--- src/rtl/command_smoother_assert.svh ---
// Assertion macros used by cs_ctrl
`ifndef COMMAND_SMOOTHER_ASSERT_SVH
`define COMMAND_SMOOTHER_ASSERT_SVH

`ifndef ASSERT_OFF

`define CS_ASSERT_IMPLIES(label, clk, rstn, ante, cons) \
    label: assert property (@(posedge clk) disable iff (!rstn) (ante) |-> (cons)) \
        else $error("command_smoother: assertion failed");

`define CS_ASSERT_NEXT(label, clk, rstn, ante, cons) \
    label: assert property (@(posedge clk) disable iff (!rstn) (ante) |=> (cons)) \
        else $error("command_smoother: assertion failed");

`else

`define CS_ASSERT_IMPLIES(label, clk, rstn, ante, cons)

`define CS_ASSERT_NEXT(label, clk, rstn, ante, cons)

`endif

`endif

--- src/rtl/cs_pkg.sv ---
package cs_pkg;

    localparam int SAMPLE_BITS    = 16;
    localparam int WEIGHT_BITS    = 17;
    localparam int WEIGHT_FRAC    = 16;
    localparam int WIN_BITS       = 5;
    localparam int CFG_INDEX_BITS = 2;
    localparam int CFG_DATA_BITS  = 17;

    localparam logic [WEIGHT_BITS-1:0] WEIGHT_ONE   = 17'h10000;
    localparam logic [WIN_BITS-1:0]    WINDOW_RESET = 5'd4;

    localparam logic [CFG_INDEX_BITS-1:0] REG_BLEND_WEIGHT  = 2'd0;
    localparam logic [CFG_INDEX_BITS-1:0] REG_AVERAGE_MODE  = 2'd1;
    localparam logic [CFG_INDEX_BITS-1:0] REG_WINDOW_LENGTH = 2'd2;

    typedef logic signed [SAMPLE_BITS-1:0] sample_t;

    typedef struct packed {
        sample_t steer_sample;
        sample_t accel_sample;
    } in_t;

    typedef struct packed {
        sample_t steer_out;
        sample_t accel_out;
    } out_t;

    typedef enum logic [1:0] {
        SRC_PASS,
        SRC_BLEND,
        SRC_QUOT
    } src_t;

    typedef struct packed {
        logic load_in;
        logic mul;
        logic ram_we;
        logic ram_raw;
        logic acc_clear;
        logic acc_en;
        logic div_start;
        logic commit;
        src_t src;
    } cmd_t;

    typedef struct packed {
        logic div_done;
    } stat_t;

endpackage

--- src/rtl/cs_ram.sv ---
module cs_ram #(
    parameter int WIDTH = 32,
    parameter int DEPTH = 16
) (
    input  logic                                    aclk,
    input  logic                                    we,
    input  logic [((DEPTH > 1) ? $clog2(DEPTH) : 1)-1:0] waddr,
    input  logic [WIDTH-1:0]                        wdata,
    input  logic [((DEPTH > 1) ? $clog2(DEPTH) : 1)-1:0] raddr,
    output logic [WIDTH-1:0]                        rdata
);

    logic [WIDTH-1:0] mem [DEPTH];
    logic [WIDTH-1:0] rdata_reg;

    always_ff @(posedge aclk) begin
        if (we) begin
            mem[waddr] <= wdata;
        end
        rdata_reg <= mem[raddr];
    end

    assign rdata = rdata_reg;

endmodule

--- src/rtl/cs_div.sv ---
module cs_div #(
    parameter int DIVIDEND_W = 21
) (
    input  logic                                aclk,
    input  logic                                aresetn,
    input  logic                                start,
    input  logic signed [DIVIDEND_W-1:0]        dividend,
    input  logic [cs_pkg::WIN_BITS-1:0]         divisor,
    output logic                                done,
    output logic signed [DIVIDEND_W-1:0]        quotient
);

    localparam int DIV_W = cs_pkg::WIN_BITS;
    localparam int CNT_W = $clog2(DIVIDEND_W + 1);

    logic [DIVIDEND_W-1:0] mag_reg;
    logic [DIV_W-1:0]      rem_reg;
    logic                  neg_reg;
    logic [CNT_W-1:0]      cnt_reg;
    logic                  done_reg;
    logic [DIV_W:0]        trial;
    logic                  fits;
    logic [DIV_W:0]        rem_next;

    always_comb begin
        trial    = {rem_reg, mag_reg[DIVIDEND_W-1]};
        fits     = trial >= {1'b0, divisor};
        rem_next = fits ? (trial - {1'b0, divisor}) : trial;
    end

    always_ff @(posedge aclk) begin
        if (!aresetn) begin
            cnt_reg  <= '0;
            done_reg <= 1'b0;
        end else begin
            done_reg <= 1'b0;
            if (start) begin
                cnt_reg <= CNT_W'(DIVIDEND_W);
            end else if (cnt_reg != '0) begin
                cnt_reg  <= cnt_reg - 1'b1;
                done_reg <= (cnt_reg == CNT_W'(1));
            end
        end
    end

    always_ff @(posedge aclk) begin
        if (start) begin
            neg_reg <= dividend[DIVIDEND_W-1];
            mag_reg <= dividend[DIVIDEND_W-1] ? DIVIDEND_W'(-dividend) : DIVIDEND_W'(dividend);
            rem_reg <= '0;
        end else if (cnt_reg != '0) begin
            rem_reg <= rem_next[DIV_W-1:0];
            mag_reg <= {mag_reg[DIVIDEND_W-2:0], fits};
        end
    end

    assign done     = done_reg;
    assign quotient = neg_reg ? -signed'(mag_reg) : signed'(mag_reg);

endmodule

--- src/rtl/cs_ctrl.sv ---
`include "command_smoother_assert.svh"

module cs_ctrl #(
    parameter int RING_DEPTH = 16
) (
    input  logic                                          aclk,
    input  logic                                          aresetn,
    input  logic                                          s_valid,
    output logic                                          s_ready,
    output logic                                          m_valid,
    input  logic                                          m_ready,
    input  logic                                          mode,
    input  logic [cs_pkg::WIN_BITS-1:0]                   h,
    input  cs_pkg::stat_t                                 stat,
    output cs_pkg::cmd_t                                  cmd,
    output logic [((RING_DEPTH > 1) ? $clog2(RING_DEPTH) : 1)-1:0] ram_waddr,
    output logic [((RING_DEPTH > 1) ? $clog2(RING_DEPTH) : 1)-1:0] ram_raddr
);

    localparam int WIN_W = cs_pkg::WIN_BITS;
    localparam int IDX_W = (RING_DEPTH > 1) ? $clog2(RING_DEPTH) : 1;

    typedef enum logic [2:0] {
        S_IDLE,
        S_MUL,
        S_AVG_WR,
        S_AVG_RD,
        S_AVG_LAST,
        S_DIV_GO,
        S_DIV_WAIT,
        S_FINISH
    } state_t;

    state_t             state_reg;
    logic [WIN_W-1:0]   warm_reg;
    logic [IDX_W-1:0]   slot_reg;
    logic [WIN_W-1:0]   rd_cnt_reg;
    logic               rd_pend_reg;
    cs_pkg::src_t       src_reg;
    logic               m_valid_reg;

    logic               accept;
    logic               out_free;
    logic               commit;
    logic               avg_go;
    logic [IDX_W-1:0]   slot_eff;
    logic [IDX_W-1:0]   slot_next;

    always_comb begin
        accept    = s_valid && (state_reg == S_IDLE);
        out_free  = !m_valid_reg || m_ready;
        commit    = (state_reg == S_FINISH) && out_free;
        avg_go    = mode && (warm_reg >= h);
        slot_eff  = (int'(slot_reg) >= int'(h)) ? '0 : slot_reg;
        slot_next = (int'(slot_eff) + 1 >= int'(h)) ? '0 : IDX_W'(int'(slot_eff) + 1);
    end

    always_comb begin
        cmd.load_in   = accept;
        cmd.mul       = (state_reg == S_MUL);
        cmd.ram_raw   = (state_reg == S_AVG_WR);
        cmd.ram_we    = (state_reg == S_AVG_WR)
                        || (commit && mode && (src_reg != cs_pkg::SRC_QUOT));
        cmd.acc_clear = (state_reg == S_AVG_WR);
        cmd.acc_en    = rd_pend_reg;
        cmd.div_start = (state_reg == S_DIV_GO);
        cmd.commit    = commit;
        cmd.src       = src_reg;
        ram_waddr     = (state_reg == S_AVG_WR) ? slot_eff : IDX_W'(warm_reg);
        ram_raddr     = IDX_W'(rd_cnt_reg);
    end

    always_ff @(posedge aclk) begin
        if (!aresetn) begin
            state_reg   <= S_IDLE;
            warm_reg    <= '0;
            slot_reg    <= '0;
            rd_cnt_reg  <= '0;
            rd_pend_reg <= 1'b0;
            src_reg     <= cs_pkg::SRC_PASS;
            m_valid_reg <= 1'b0;
        end else begin
            rd_pend_reg <= (state_reg == S_AVG_RD);
            if (commit) begin
                m_valid_reg <= 1'b1;
            end else if (m_ready) begin
                m_valid_reg <= 1'b0;
            end
            case (state_reg)
                S_IDLE: begin
                    if (s_valid) begin
                        if (avg_go) begin
                            src_reg   <= cs_pkg::SRC_QUOT;
                            state_reg <= S_AVG_WR;
                        end else if (warm_reg == '0) begin
                            src_reg   <= cs_pkg::SRC_PASS;
                            state_reg <= S_FINISH;
                        end else begin
                            src_reg   <= cs_pkg::SRC_BLEND;
                            state_reg <= S_MUL;
                        end
                    end
                end
                S_MUL: begin
                    state_reg <= S_FINISH;
                end
                S_AVG_WR: begin
                    slot_reg   <= slot_next;
                    rd_cnt_reg <= '0;
                    state_reg  <= S_AVG_RD;
                end
                S_AVG_RD: begin
                    rd_cnt_reg <= rd_cnt_reg + 1'b1;
                    if (rd_cnt_reg == h - 1'b1) begin
                        state_reg <= S_AVG_LAST;
                    end
                end
                S_AVG_LAST: begin
                    state_reg <= S_DIV_GO;
                end
                S_DIV_GO: begin
                    state_reg <= S_DIV_WAIT;
                end
                S_DIV_WAIT: begin
                    if (stat.div_done) begin
                        state_reg <= S_FINISH;
                    end
                end
                S_FINISH: begin
                    if (out_free) begin
                        if (src_reg != cs_pkg::SRC_QUOT) begin
                            if (mode) begin
                                warm_reg <= warm_reg + 1'b1;
                            end else if (warm_reg == '0) begin
                                warm_reg <= WIN_W'(1);
                            end
                        end
                        state_reg <= S_IDLE;
                    end
                end
                default: begin
                    state_reg <= S_IDLE;
                end
            endcase
        end
    end

    assign s_ready = (state_reg == S_IDLE);
    assign m_valid = m_valid_reg;

    `CS_ASSERT_NEXT(a_accept_busy, aclk, aresetn, accept, state_reg != S_IDLE)
    `CS_ASSERT_NEXT(a_commit_valid, aclk, aresetn, commit, m_valid_reg)
    `CS_ASSERT_IMPLIES(a_div_done_wait, aclk, aresetn, stat.div_done, state_reg == S_DIV_WAIT)

endmodule

--- src/rtl/cs_dp.sv ---
module cs_dp #(
    parameter int RING_DEPTH = 16
) (
    input  logic                                          aclk,
    input  logic                                          aresetn,
    input  cs_pkg::in_t                                   s_data,
    output cs_pkg::out_t                                  m_data,
    input  logic [cs_pkg::WEIGHT_BITS-1:0]                weight,
    input  logic [cs_pkg::WIN_BITS-1:0]                   h,
    input  cs_pkg::cmd_t                                  cmd,
    output cs_pkg::stat_t                                 stat,
    input  logic [((RING_DEPTH > 1) ? $clog2(RING_DEPTH) : 1)-1:0] ram_waddr,
    input  logic [((RING_DEPTH > 1) ? $clog2(RING_DEPTH) : 1)-1:0] ram_raddr
);

    localparam int SB         = cs_pkg::SAMPLE_BITS;
    localparam int WB         = cs_pkg::WEIGHT_BITS;
    localparam int FRAC       = cs_pkg::WEIGHT_FRAC;
    localparam int PROD_W     = SB + WB + 2;
    localparam int ACC_W      = SB + $clog2(RING_DEPTH + 1);
    localparam int ROUND_HALF = 1 << (FRAC - 1);

    cs_pkg::in_t                 x_reg;
    cs_pkg::out_t                out_reg;
    logic signed [PROD_W-1:0]    prod_s_reg;
    logic signed [PROD_W-1:0]    prod_a_reg;
    logic signed [ACC_W-1:0]     sum_s_reg;
    logic signed [ACC_W-1:0]     sum_a_reg;

    logic signed [WB:0]          w_s;
    logic signed [SB:0]          diff_s;
    logic signed [SB:0]          diff_a;
    logic signed [PROD_W-1:0]    prod_s;
    logic signed [PROD_W-1:0]    prod_a;
    logic signed [PROD_W-1:0]    step_s;
    logic signed [PROD_W-1:0]    step_a;
    cs_pkg::out_t                res;
    logic [2*SB-1:0]             ram_wdata;
    logic [2*SB-1:0]             ram_rdata;
    logic                        done_s;
    logic                        done_a;
    logic signed [ACC_W-1:0]     quot_s;
    logic signed [ACC_W-1:0]     quot_a;

    always_comb begin
        w_s    = signed'({1'b0, weight});
        diff_s = {x_reg.steer_sample[SB-1], x_reg.steer_sample}
                 - {out_reg.steer_out[SB-1], out_reg.steer_out};
        diff_a = {x_reg.accel_sample[SB-1], x_reg.accel_sample}
                 - {out_reg.accel_out[SB-1], out_reg.accel_out};
        prod_s = w_s * diff_s;
        prod_a = w_s * diff_a;
        step_s = (prod_s_reg + PROD_W'(ROUND_HALF)) >>> FRAC;
        step_a = (prod_a_reg + PROD_W'(ROUND_HALF)) >>> FRAC;
    end

    always_comb begin
        case (cmd.src)
            cs_pkg::SRC_PASS: begin
                res.steer_out = x_reg.steer_sample;
                res.accel_out = x_reg.accel_sample;
            end
            cs_pkg::SRC_BLEND: begin
                res.steer_out = out_reg.steer_out + step_s[SB-1:0];
                res.accel_out = out_reg.accel_out + step_a[SB-1:0];
            end
            cs_pkg::SRC_QUOT: begin
                res.steer_out = quot_s[SB-1:0];
                res.accel_out = quot_a[SB-1:0];
            end
            default: begin
                res.steer_out = x_reg.steer_sample;
                res.accel_out = x_reg.accel_sample;
            end
        endcase
        ram_wdata = cmd.ram_raw ? {x_reg.steer_sample, x_reg.accel_sample}
                                : {res.steer_out, res.accel_out};
    end

    always_ff @(posedge aclk) begin
        if (cmd.load_in) begin
            x_reg <= s_data;
        end
        if (cmd.mul) begin
            prod_s_reg <= prod_s;
            prod_a_reg <= prod_a;
        end
        if (cmd.acc_clear) begin
            sum_s_reg <= '0;
            sum_a_reg <= '0;
        end else if (cmd.acc_en) begin
            sum_s_reg <= sum_s_reg + ACC_W'(signed'(ram_rdata[2*SB-1:SB]));
            sum_a_reg <= sum_a_reg + ACC_W'(signed'(ram_rdata[SB-1:0]));
        end
        if (cmd.commit) begin
            out_reg <= res;
        end
    end

    cs_ram #(
        .WIDTH (2 * SB),
        .DEPTH (RING_DEPTH)
    ) u_ring (
        .aclk  (aclk),
        .we    (cmd.ram_we),
        .waddr (ram_waddr),
        .wdata (ram_wdata),
        .raddr (ram_raddr),
        .rdata (ram_rdata)
    );

    cs_div #(
        .DIVIDEND_W (ACC_W)
    ) u_div_steer (
        .aclk     (aclk),
        .aresetn  (aresetn),
        .start    (cmd.div_start),
        .dividend (sum_s_reg),
        .divisor  (h),
        .done     (done_s),
        .quotient (quot_s)
    );

    cs_div #(
        .DIVIDEND_W (ACC_W)
    ) u_div_accel (
        .aclk     (aclk),
        .aresetn  (aresetn),
        .start    (cmd.div_start),
        .dividend (sum_a_reg),
        .divisor  (h),
        .done     (done_a),
        .quotient (quot_a)
    );

    assign stat.div_done = done_s && done_a;
    assign m_data        = out_reg;

endmodule

--- src/rtl/command_smoother.sv ---
// Two-channel command smoother (steer, accel). Each transaction on s_ carries one raw
// sample pair and yields exactly one smoothed pair on m_. The first sample after reset
// passes straight through; later samples are blended with the last output using the
// Q1.16 blend_weight, rounded to nearest. With average_mode set, the first h outputs
// (h = window_length clamped to 1..RING_DEPTH) are made as above and stored in the
// history ring; after that each raw sample replaces the oldest entry and the output is
// the ring sum divided by h, truncated toward zero. One transaction is in work at a
// time; a finished result waits in the output register while the next one is accepted.
// An averaged sample is paced by the serial ring read-out (one entry per cycle) and the
// bit-serial divider (one quotient bit per cycle over the ACC_W-bit sum). Write
// registers on cfg_ only while idle.
module command_smoother #(
    parameter int RING_DEPTH = 16
) (
    input  logic                                 aclk,
    input  logic                                 aresetn,
    input  logic                                 s_valid,
    output logic                                 s_ready,
    input  cs_pkg::in_t                          s_data,
    output logic                                 m_valid,
    input  logic                                 m_ready,
    output cs_pkg::out_t                         m_data,
    input  logic                                 cfg_valid,
    output logic                                 cfg_ready,
    input  logic [cs_pkg::CFG_INDEX_BITS-1:0]    cfg_index,
    input  logic [cs_pkg::CFG_DATA_BITS-1:0]     cfg_data
);

    localparam int WIN_W = cs_pkg::WIN_BITS;
    localparam int WB    = cs_pkg::WEIGHT_BITS;
    localparam int IDX_W = (RING_DEPTH > 1) ? $clog2(RING_DEPTH) : 1;

    logic [WB-1:0]    weight_reg;
    logic             mode_reg;
    logic [WIN_W-1:0] window_reg;

    logic [WB-1:0]    weight_eff;
    logic [WIN_W-1:0] window_eff;
    cs_pkg::cmd_t     cmd;
    cs_pkg::stat_t    stat;
    logic [IDX_W-1:0] ram_waddr;
    logic [IDX_W-1:0] ram_raddr;

    always_ff @(posedge aclk) begin
        if (!aresetn) begin
            weight_reg <= cs_pkg::WEIGHT_ONE;
            mode_reg   <= 1'b0;
            window_reg <= cs_pkg::WINDOW_RESET;
        end else if (cfg_valid) begin
            case (cfg_index)
                cs_pkg::REG_BLEND_WEIGHT: begin
                    weight_reg <= cfg_data[WB-1:0];
                end
                cs_pkg::REG_AVERAGE_MODE: begin
                    mode_reg <= cfg_data[0];
                end
                cs_pkg::REG_WINDOW_LENGTH: begin
                    window_reg <= cfg_data[WIN_W-1:0];
                end
                default: begin
                end
            endcase
        end
    end

    always_comb begin
        weight_eff = (weight_reg > cs_pkg::WEIGHT_ONE) ? cs_pkg::WEIGHT_ONE : weight_reg;
        if (window_reg == '0) begin
            window_eff = WIN_W'(1);
        end else if (int'(window_reg) > RING_DEPTH) begin
            window_eff = WIN_W'(RING_DEPTH);
        end else begin
            window_eff = window_reg;
        end
    end

    assign cfg_ready = 1'b1;

    cs_ctrl #(
        .RING_DEPTH (RING_DEPTH)
    ) u_ctrl (
        .aclk      (aclk),
        .aresetn   (aresetn),
        .s_valid   (s_valid),
        .s_ready   (s_ready),
        .m_valid   (m_valid),
        .m_ready   (m_ready),
        .mode      (mode_reg),
        .h         (window_eff),
        .stat      (stat),
        .cmd       (cmd),
        .ram_waddr (ram_waddr),
        .ram_raddr (ram_raddr)
    );

    cs_dp #(
        .RING_DEPTH (RING_DEPTH)
    ) u_dp (
        .aclk      (aclk),
        .aresetn   (aresetn),
        .s_data    (s_data),
        .m_data    (m_data),
        .weight    (weight_eff),
        .h         (window_eff),
        .cmd       (cmd),
        .stat      (stat),
        .ram_waddr (ram_waddr),
        .ram_raddr (ram_raddr)
    );

endmodule

--- config.mk ---
export PLATFORM = sky130hd
export DESIGN_NAME = command_smoother
export DESIGN_NICKNAME = d
export VERILOG_FILES = /design/src/rtl/cs_pkg.sv /design/src/rtl/cs_ram.sv /design/src/rtl/cs_div.sv /design/src/rtl/cs_ctrl.sv /design/src/rtl/cs_dp.sv /design/src/rtl/command_smoother.sv
export VERILOG_INCLUDE_DIRS = /design/src /design/src/rtl
export SDC_FILE = /design/constraint.sdc
export NUM_CORES = 2
export LEC_CHECK = 0
export BUFFER_PORTS_ARGS = -buffer_cell sky130_fd_sc_hd__buf_2
export CAP_MARGIN = 0
export CORE_MARGIN = 5
export CORE_UTILIZATION = 40
export DETAILED_ROUTE_END_ITERATION = 10
export PLACE_DENSITY = 0.6
export REMOVE_ABC_BUFFERS = 1
export SLEW_MARGIN = 20
export SYNTH_ARGS = -nofsm -noshare
export SYNTH_HDL_FRONTEND = slang
export SYNTH_HIERARCHICAL = 1
export SYNTH_SLANG_ARGS = --single-unit
--- constraint.sdc ---
create_clock -name aclk -period 21.1 [get_ports aclk]
set_input_delay 2.11 -clock aclk [delete_from_list [all_inputs] [get_ports aclk]]
set_output_delay 2.11 -clock aclk [all_outputs]
set_load 0.01 [all_outputs]
Word-level counts from Yosys, hierarchy flattened
Memory sizes are Yosys's and may differ from the RTL's. A register that Yosys moved wholly into a read port is not among the register bits.
Cells that the tools add are included.
{ "word_totals": {"mem_bits_rw": 512, "inputBits": 56, "mem_count": 1, "wordCells": 149, "regBits": 280} }
{ "op_classes": {"addsub": 20, "muxes": 38, "bitwise_logic": 3, "mul": 2, "eq_ne": 19, "n_lt_le_gt_ge": 7, "n_reduce_logical": 29} }
{ "memory_table": {"columns": ["name", "words", "width", "rd", "rd_ports_with_merged_regs", "write_ports", "line", "text"], "rows": [
  ["u_dp.u_ring.mem", 16, 32, 1, 1, 1, "cs_ram.sv:13", "logic [WIDTH-1:0] mem [DEPTH];"]
]} }
{ "ops": {"columns": ["op", "count"], "rows": [
  ["21-bit two-way mux", 6],
  ["32-bit by 17-bit adder with 32-bit output (second input constant)", 2],
  ["18-bit by 17-bit multiplier with 32-bit output", 2],
  ["32-bit one-hot mux with 2 select lines", 1],
  ["5-bit two-way mux", 10],
  ["21-bit by 16-bit adder with 21-bit output", 2],
  ["21-bit negator", 2],
  ["16-bit by 16-bit subtractor with 17-bit output", 2],
  ["16-bit adder", 2],
  ["32-bit by 6-bit greater-or-equal comparator with 1-bit output", 1],
  ["16-bit two-way mux", 2],
  ["32-bit two-way mux", 1],
  ["16-bit negator", 2],
  ["3-bit one-hot mux with 8 select lines", 1],
  ["3-bit two-way mux", 6],
  ["17-bit > comparator (second input constant)", 1],
  ["17-bit two-way mux", 1],
  ["5-bit by 1-bit subtractor with 5-bit output (second input constant)", 3],
  ["3-bit == test (second input constant)", 4],
  ["6-bit by 5-bit greater-or-equal comparator with 1-bit output", 2],
  ["4-bit two-way mux", 3],
  ["5-bit by 1-bit adder with 5-bit output (second input constant)", 2],
  ["5-bit by 1-bit == test with 1-bit output (second input constant)", 2],
  ["5-bit logical NOT", 2],
  ["other kinds (27)", 56]
]} }

Depth between registers and ports, before layout
{ "depth": {"word_depth": 8, "ltp_mapped": 33, "mapped_depth_nobuf": 33} }

Hierarchy
Netlist, hierarchy kept.
{ "modules_own_cells": {"columns": ["mod", "instances", "cells_each", "area_per_inst_um2"], "rows": [
  ["cs_dp", 1, 3198, 28703.8],
  ["cs_ram", 1, 838, 19836.5],
  ["cs_div", 2, 303, 2641.3],
  ["cs_ctrl", 1, 214, 1711.6],
  ["command_smoother", 1, 126, 1086.0]
]} }

Worst setup path before layout
OpenSTA, ideal clock, no wires.
{ "synth_timing": {"kind": "register -> register", "start": "reg u_dp.out_reg (netlist bit u_dp/m_data[5])", "end": "reg u_dp.prod_a_reg[31], data pin", "arrival_time_ps": 7892, "t_required_ps": 20832, "path_slack_ps": 12940, "stages_incl_launch_ff": 31, "cell_sequence": "edfxtp_1 -> inv_1 -> ha_1 -> a21o_1 -> or4_1 -> a2bb2oi_1 -> a41o_1 -> or4_4 -> nand3_1 -> xnor2_1 -> buf_2 -> nand2_1 -> fa_1 -> fa_1 -> inv_1 -> fa_1 -> fa_1 -> fa_1 -> inv_1 -> fa_1 -> inv_1 -> ha_1 -> a211oi_1 -> nand3_1 -> o41ai_1 -> o41ai_2 -> a21oi_1 -> o41ai_2 -> o41ai_1 -> xor2_1 -> xnor3_1"} }
{ "synth_between": {"elab_chain_cells": 2} }
{ "synth_rtl": {"columns": ["item", "line", "text"], "rows": [
  ["start: declaration", "cs_dp.sv:24", "cs_pkg::out_t out_reg;"],
  ["start signal: assignment", "cs_dp.sv:96", "out_reg <= res;"],
  ["16-bit by 16-bit subtractor with 17-bit output", "cs_dp.sv:50", "- {out_reg.accel_out[SB-1], out_reg.accel_out};"],
  ["18-bit by 17-bit multiplier with 32-bit output", "cs_dp.sv:52", "prod_a = w_s * diff_a;"],
  ["net u_dp.prod_a[31]", "cs_dp.sv:34", "logic signed [PROD_W-1:0] prod_a;"],
  ["end signal: assignment", "cs_dp.sv:86", "prod_a_reg <= prod_a;"],
  ["end: declaration", "cs_dp.sv:26", "logic signed [PROD_W-1:0] prod_a_reg;"]
]} }
The timed path passes the listed nets, and every way through them passes these cells.
A chain may end at the register's enable or synchronous reset.

Worst setup path in the final report
{ "layout_timing": {"start": "reg u_dp.out_reg (netlist bit u_dp/m_data[0])", "end": "reg u_dp.prod_a_reg[31], data pin"} }
Same word-level chain as after synthesis.

==> metrics.md <==
| Metric | Value |
|---|---|
| Status | `finished clean` |
| Post-CTS Setup Bufs | `0` |
| Power per cell area | `114 mW/mm²` |
| WL final | `141000 µm` |
| Fill cells | `13000` |
| Pre-CTS setup slack | `12.20 ns` |
| Port bufs | `89` |
| H-Tree Depth | `3` |
| Power, Total | `7.06 mW` |
| P_int | `4.27 mW` |
| Min Tclk post-route | `8.91 ns` |
| First-pass GRT wire length | `220000 µm` |
| Critical hold path startpoint | `weight_reg[3]$_SDFFE_PN0P_` |
| Die Ht | `385 µm` |
| Syn-to-layout area delta | `9.85%` |
| Placed inst area | `0.0592 mm²` |
| Leak | `25.3 nW` |
| Detailed Place HPWL | `97200 µm` |
| Vias/cell | `5.29` |
| Initial antenna violation count | `5` |
| Total CTS buffers | `80` |
| Post-DRT Antenna Nets | `0` |
| Reg area | `0.0225 mm²` |
| Worst-case clock buffer depth | `3` |
| Fmax | `112 MHz` |
| Wire per inst | `20.2 µm` |
| Worst path required time | `21.49 ns` |
| CTS sink cnt | `794` |
| Placer Congestion | `0.831` |
| NumNets Final | `5882` |
| Syn Area/Cell | `11.4 µm²` |
| Peak supply drop | `59.5 µV` |
| Most flops, register | `u_dp/u_ring/mem` |
| Die width | `385 µm` |
| Worst-margin pin slew | `1.05 ns` |
| Die area | `0.149 mm²` |
| Row cnt | `137` |
| Max FFs per register | `512` |
| Vias in the first global route | `38000` |
| Slew margin rel. | `30.2%` |
| Final non-filler cell area | `0.0619 mm²` |
| YS warnings | `6` |
| Combinational share of power | `45.6%` |
| Max-slew violations | `0` |
| CP max stage cell | `o41ai_2` |
| Final Hold Vio Count | `0` |
| Syn Inst Count | `4958` |
| Clk root buf | `clkbuf_16` |
| I/O pin cnt | `91` |
| Worst Setup Start Kind | `flip-flop` |
| Period utilisation layout | `42.2%` |
| Crit. Startpoint | `u_dp/m_data[0]$_DFFE_PP_` |
| CTS tree | `yes` |
| GRT Overall Usage | `19.0%` |
| Final TNS setup | `0 ns` |
| Seq pwr share | `33.6%` |
| RSZ-0062 raised after global routing | `false` |
| Crit end category | `flip-flop` |
| Starting Density | `40.3%` |
| Setup violations, final | `0` |
| Clock Latency Late Sink | `0.67 ns` |
| CTS resizes | `0` |
| Remaining DRCs | `0` |
| Clock skew | `0.0383 ns` |
| Starting DRT DRC Count | `2223` |
| CP arrival | `9.30 ns` |
| Net Sw Frac | `39.5%` |
| Clk pwr share | `20.8%` |
| Multi-input gate area | `0.0306 mm²` |
| Vias | `36800` |
| Switch Pwr | `2.79 mW` |
| Share of layout cells above drive strength 1 | `11.1%` |
| Maxcap violations | `0` |
| CP Class | `flip-flop to flip-flop` |
| Largest net degree at the start of global routing | `72` |
| Core box area | `0.140 mm²` |
| Post-synthesis cell area | `0.0564 mm²` |
| Post-CTS Hold Fix Bufs | `0` |
| Clk slew on worst S/H paths | `0.07 ns` |
| Total global routing overflow | `0` |
| Drt pass-1 iters | `5` |
| Post-route setup slack | `12.19 ns` |
| Crit-path max FO | `17` |
| Worst path max stage delay | `0.63 ns` |
| Worst r2r src | `u_dp/m_data[0]$_DFFE_PP_` |
| Hold crit path type | `flip-flop to flip-flop` |
| CP most frequent cell | `fa_1` |
==> power groups by stage <==
stage / Combinational (mW) / Sequential (mW) / Clock, mW
6_report: 3.22 / 2.37 / 1.47
5_1_grt: 3.62 / 2.40 / 1.57
4_1_cts: 3.23 / 2.37 / 1.51
3_5_place_dp: 3.20 / 2.40 / 0
3_3_place_gp: 3.17 / 2.40 / 0
2_1_floorplan: 2.30 / 2.36 / 0
==> worst max-delay path, delay by kind of cell, from the launching register on <==
kind / cells / cell delay [ns]
fa+ha+maj: 9 / 3.77
compound gates: 9 / 3.06
simple gates: 6 / 0.83
flops: 1 / 0.42
xor+xnor: 2 / 0.41
buf+inv: 3 / 0.14
==> layout make-up <==
cell class                      instances  area share [%]
Multi-Input combinational cell       3243            49.4
Antenna cell                            1         0.00404
Tap cell                             1876            3.79
Inverter                              710            4.30
Sequential cell                       794            36.2
Clock inverter                         50           0.949
Clock buffer                           99            3.45
Timing Repair Buffer                  185            1.90
==> cells in the final DEF (no fill, tap or decap), types with 21 or more instances in the layout <==
cell       count
inv_1        707
buf_4         94
nor2_1       216
or2_2         29
mux4_2       128
o21a_1        35
mux2_2        28
fa_1         454
a21oi_1      170
edfxtp_1     654
nor4_1        24
mux2i_1       45
nor2b_1       94
nand2_1      474
clkbuf_16     81
a211oi_1      21
nand4_1       28
dfxtp_1      137
ha_1         357
buf_2         89
a22oi_1       83
and2_1       214
nand3_1       59
xor2_1        61
nor3_1        49
and3_1        25
a21o_1        47
o21ai_0       76
xnor2_1      146
nand2b_1      35
==> final timing paths <==
check	to	slack [ns]	cells past startpoint
worst max register to register	u_dp/prod_a_reg[31]$_DFFE_PP_	12.19	29
worst min register to register	weight_reg[3]$_SDFFE_PN0P_	0.47	2
worst min-delay path	weight_reg[3]$_SDFFE_PN0P_	0.47	2
worst max-delay path	u_dp/prod_a_reg[31]$_DFFE_PP_	12.19	29
==> metal layers <==
metal | global-route usage (%) | wire [µm] | vias up
met4 | 4.19 | 2450 | 0
li1 | - | - | 17100
met5 | 0 | 0 | -
met2 | 33.5 | 70300 | 864
met3 | 2.86 | 7550 | 148
met1 | 25.0 | 60400 | 18700
==> per-stage QoR <==
stage                     instances  hold slack, ns  utilization [%]
after floorplan                4747           0.443                -
after global placement         6804           0.458             42.3
after detailed placement       6806           0.464             42.3
after CTS                      6955           0.478             44.3
after global routing           6957           0.496             44.3
final                          6958           0.472             44.3
No activity file was read; power rests on OpenSTA's default activity.
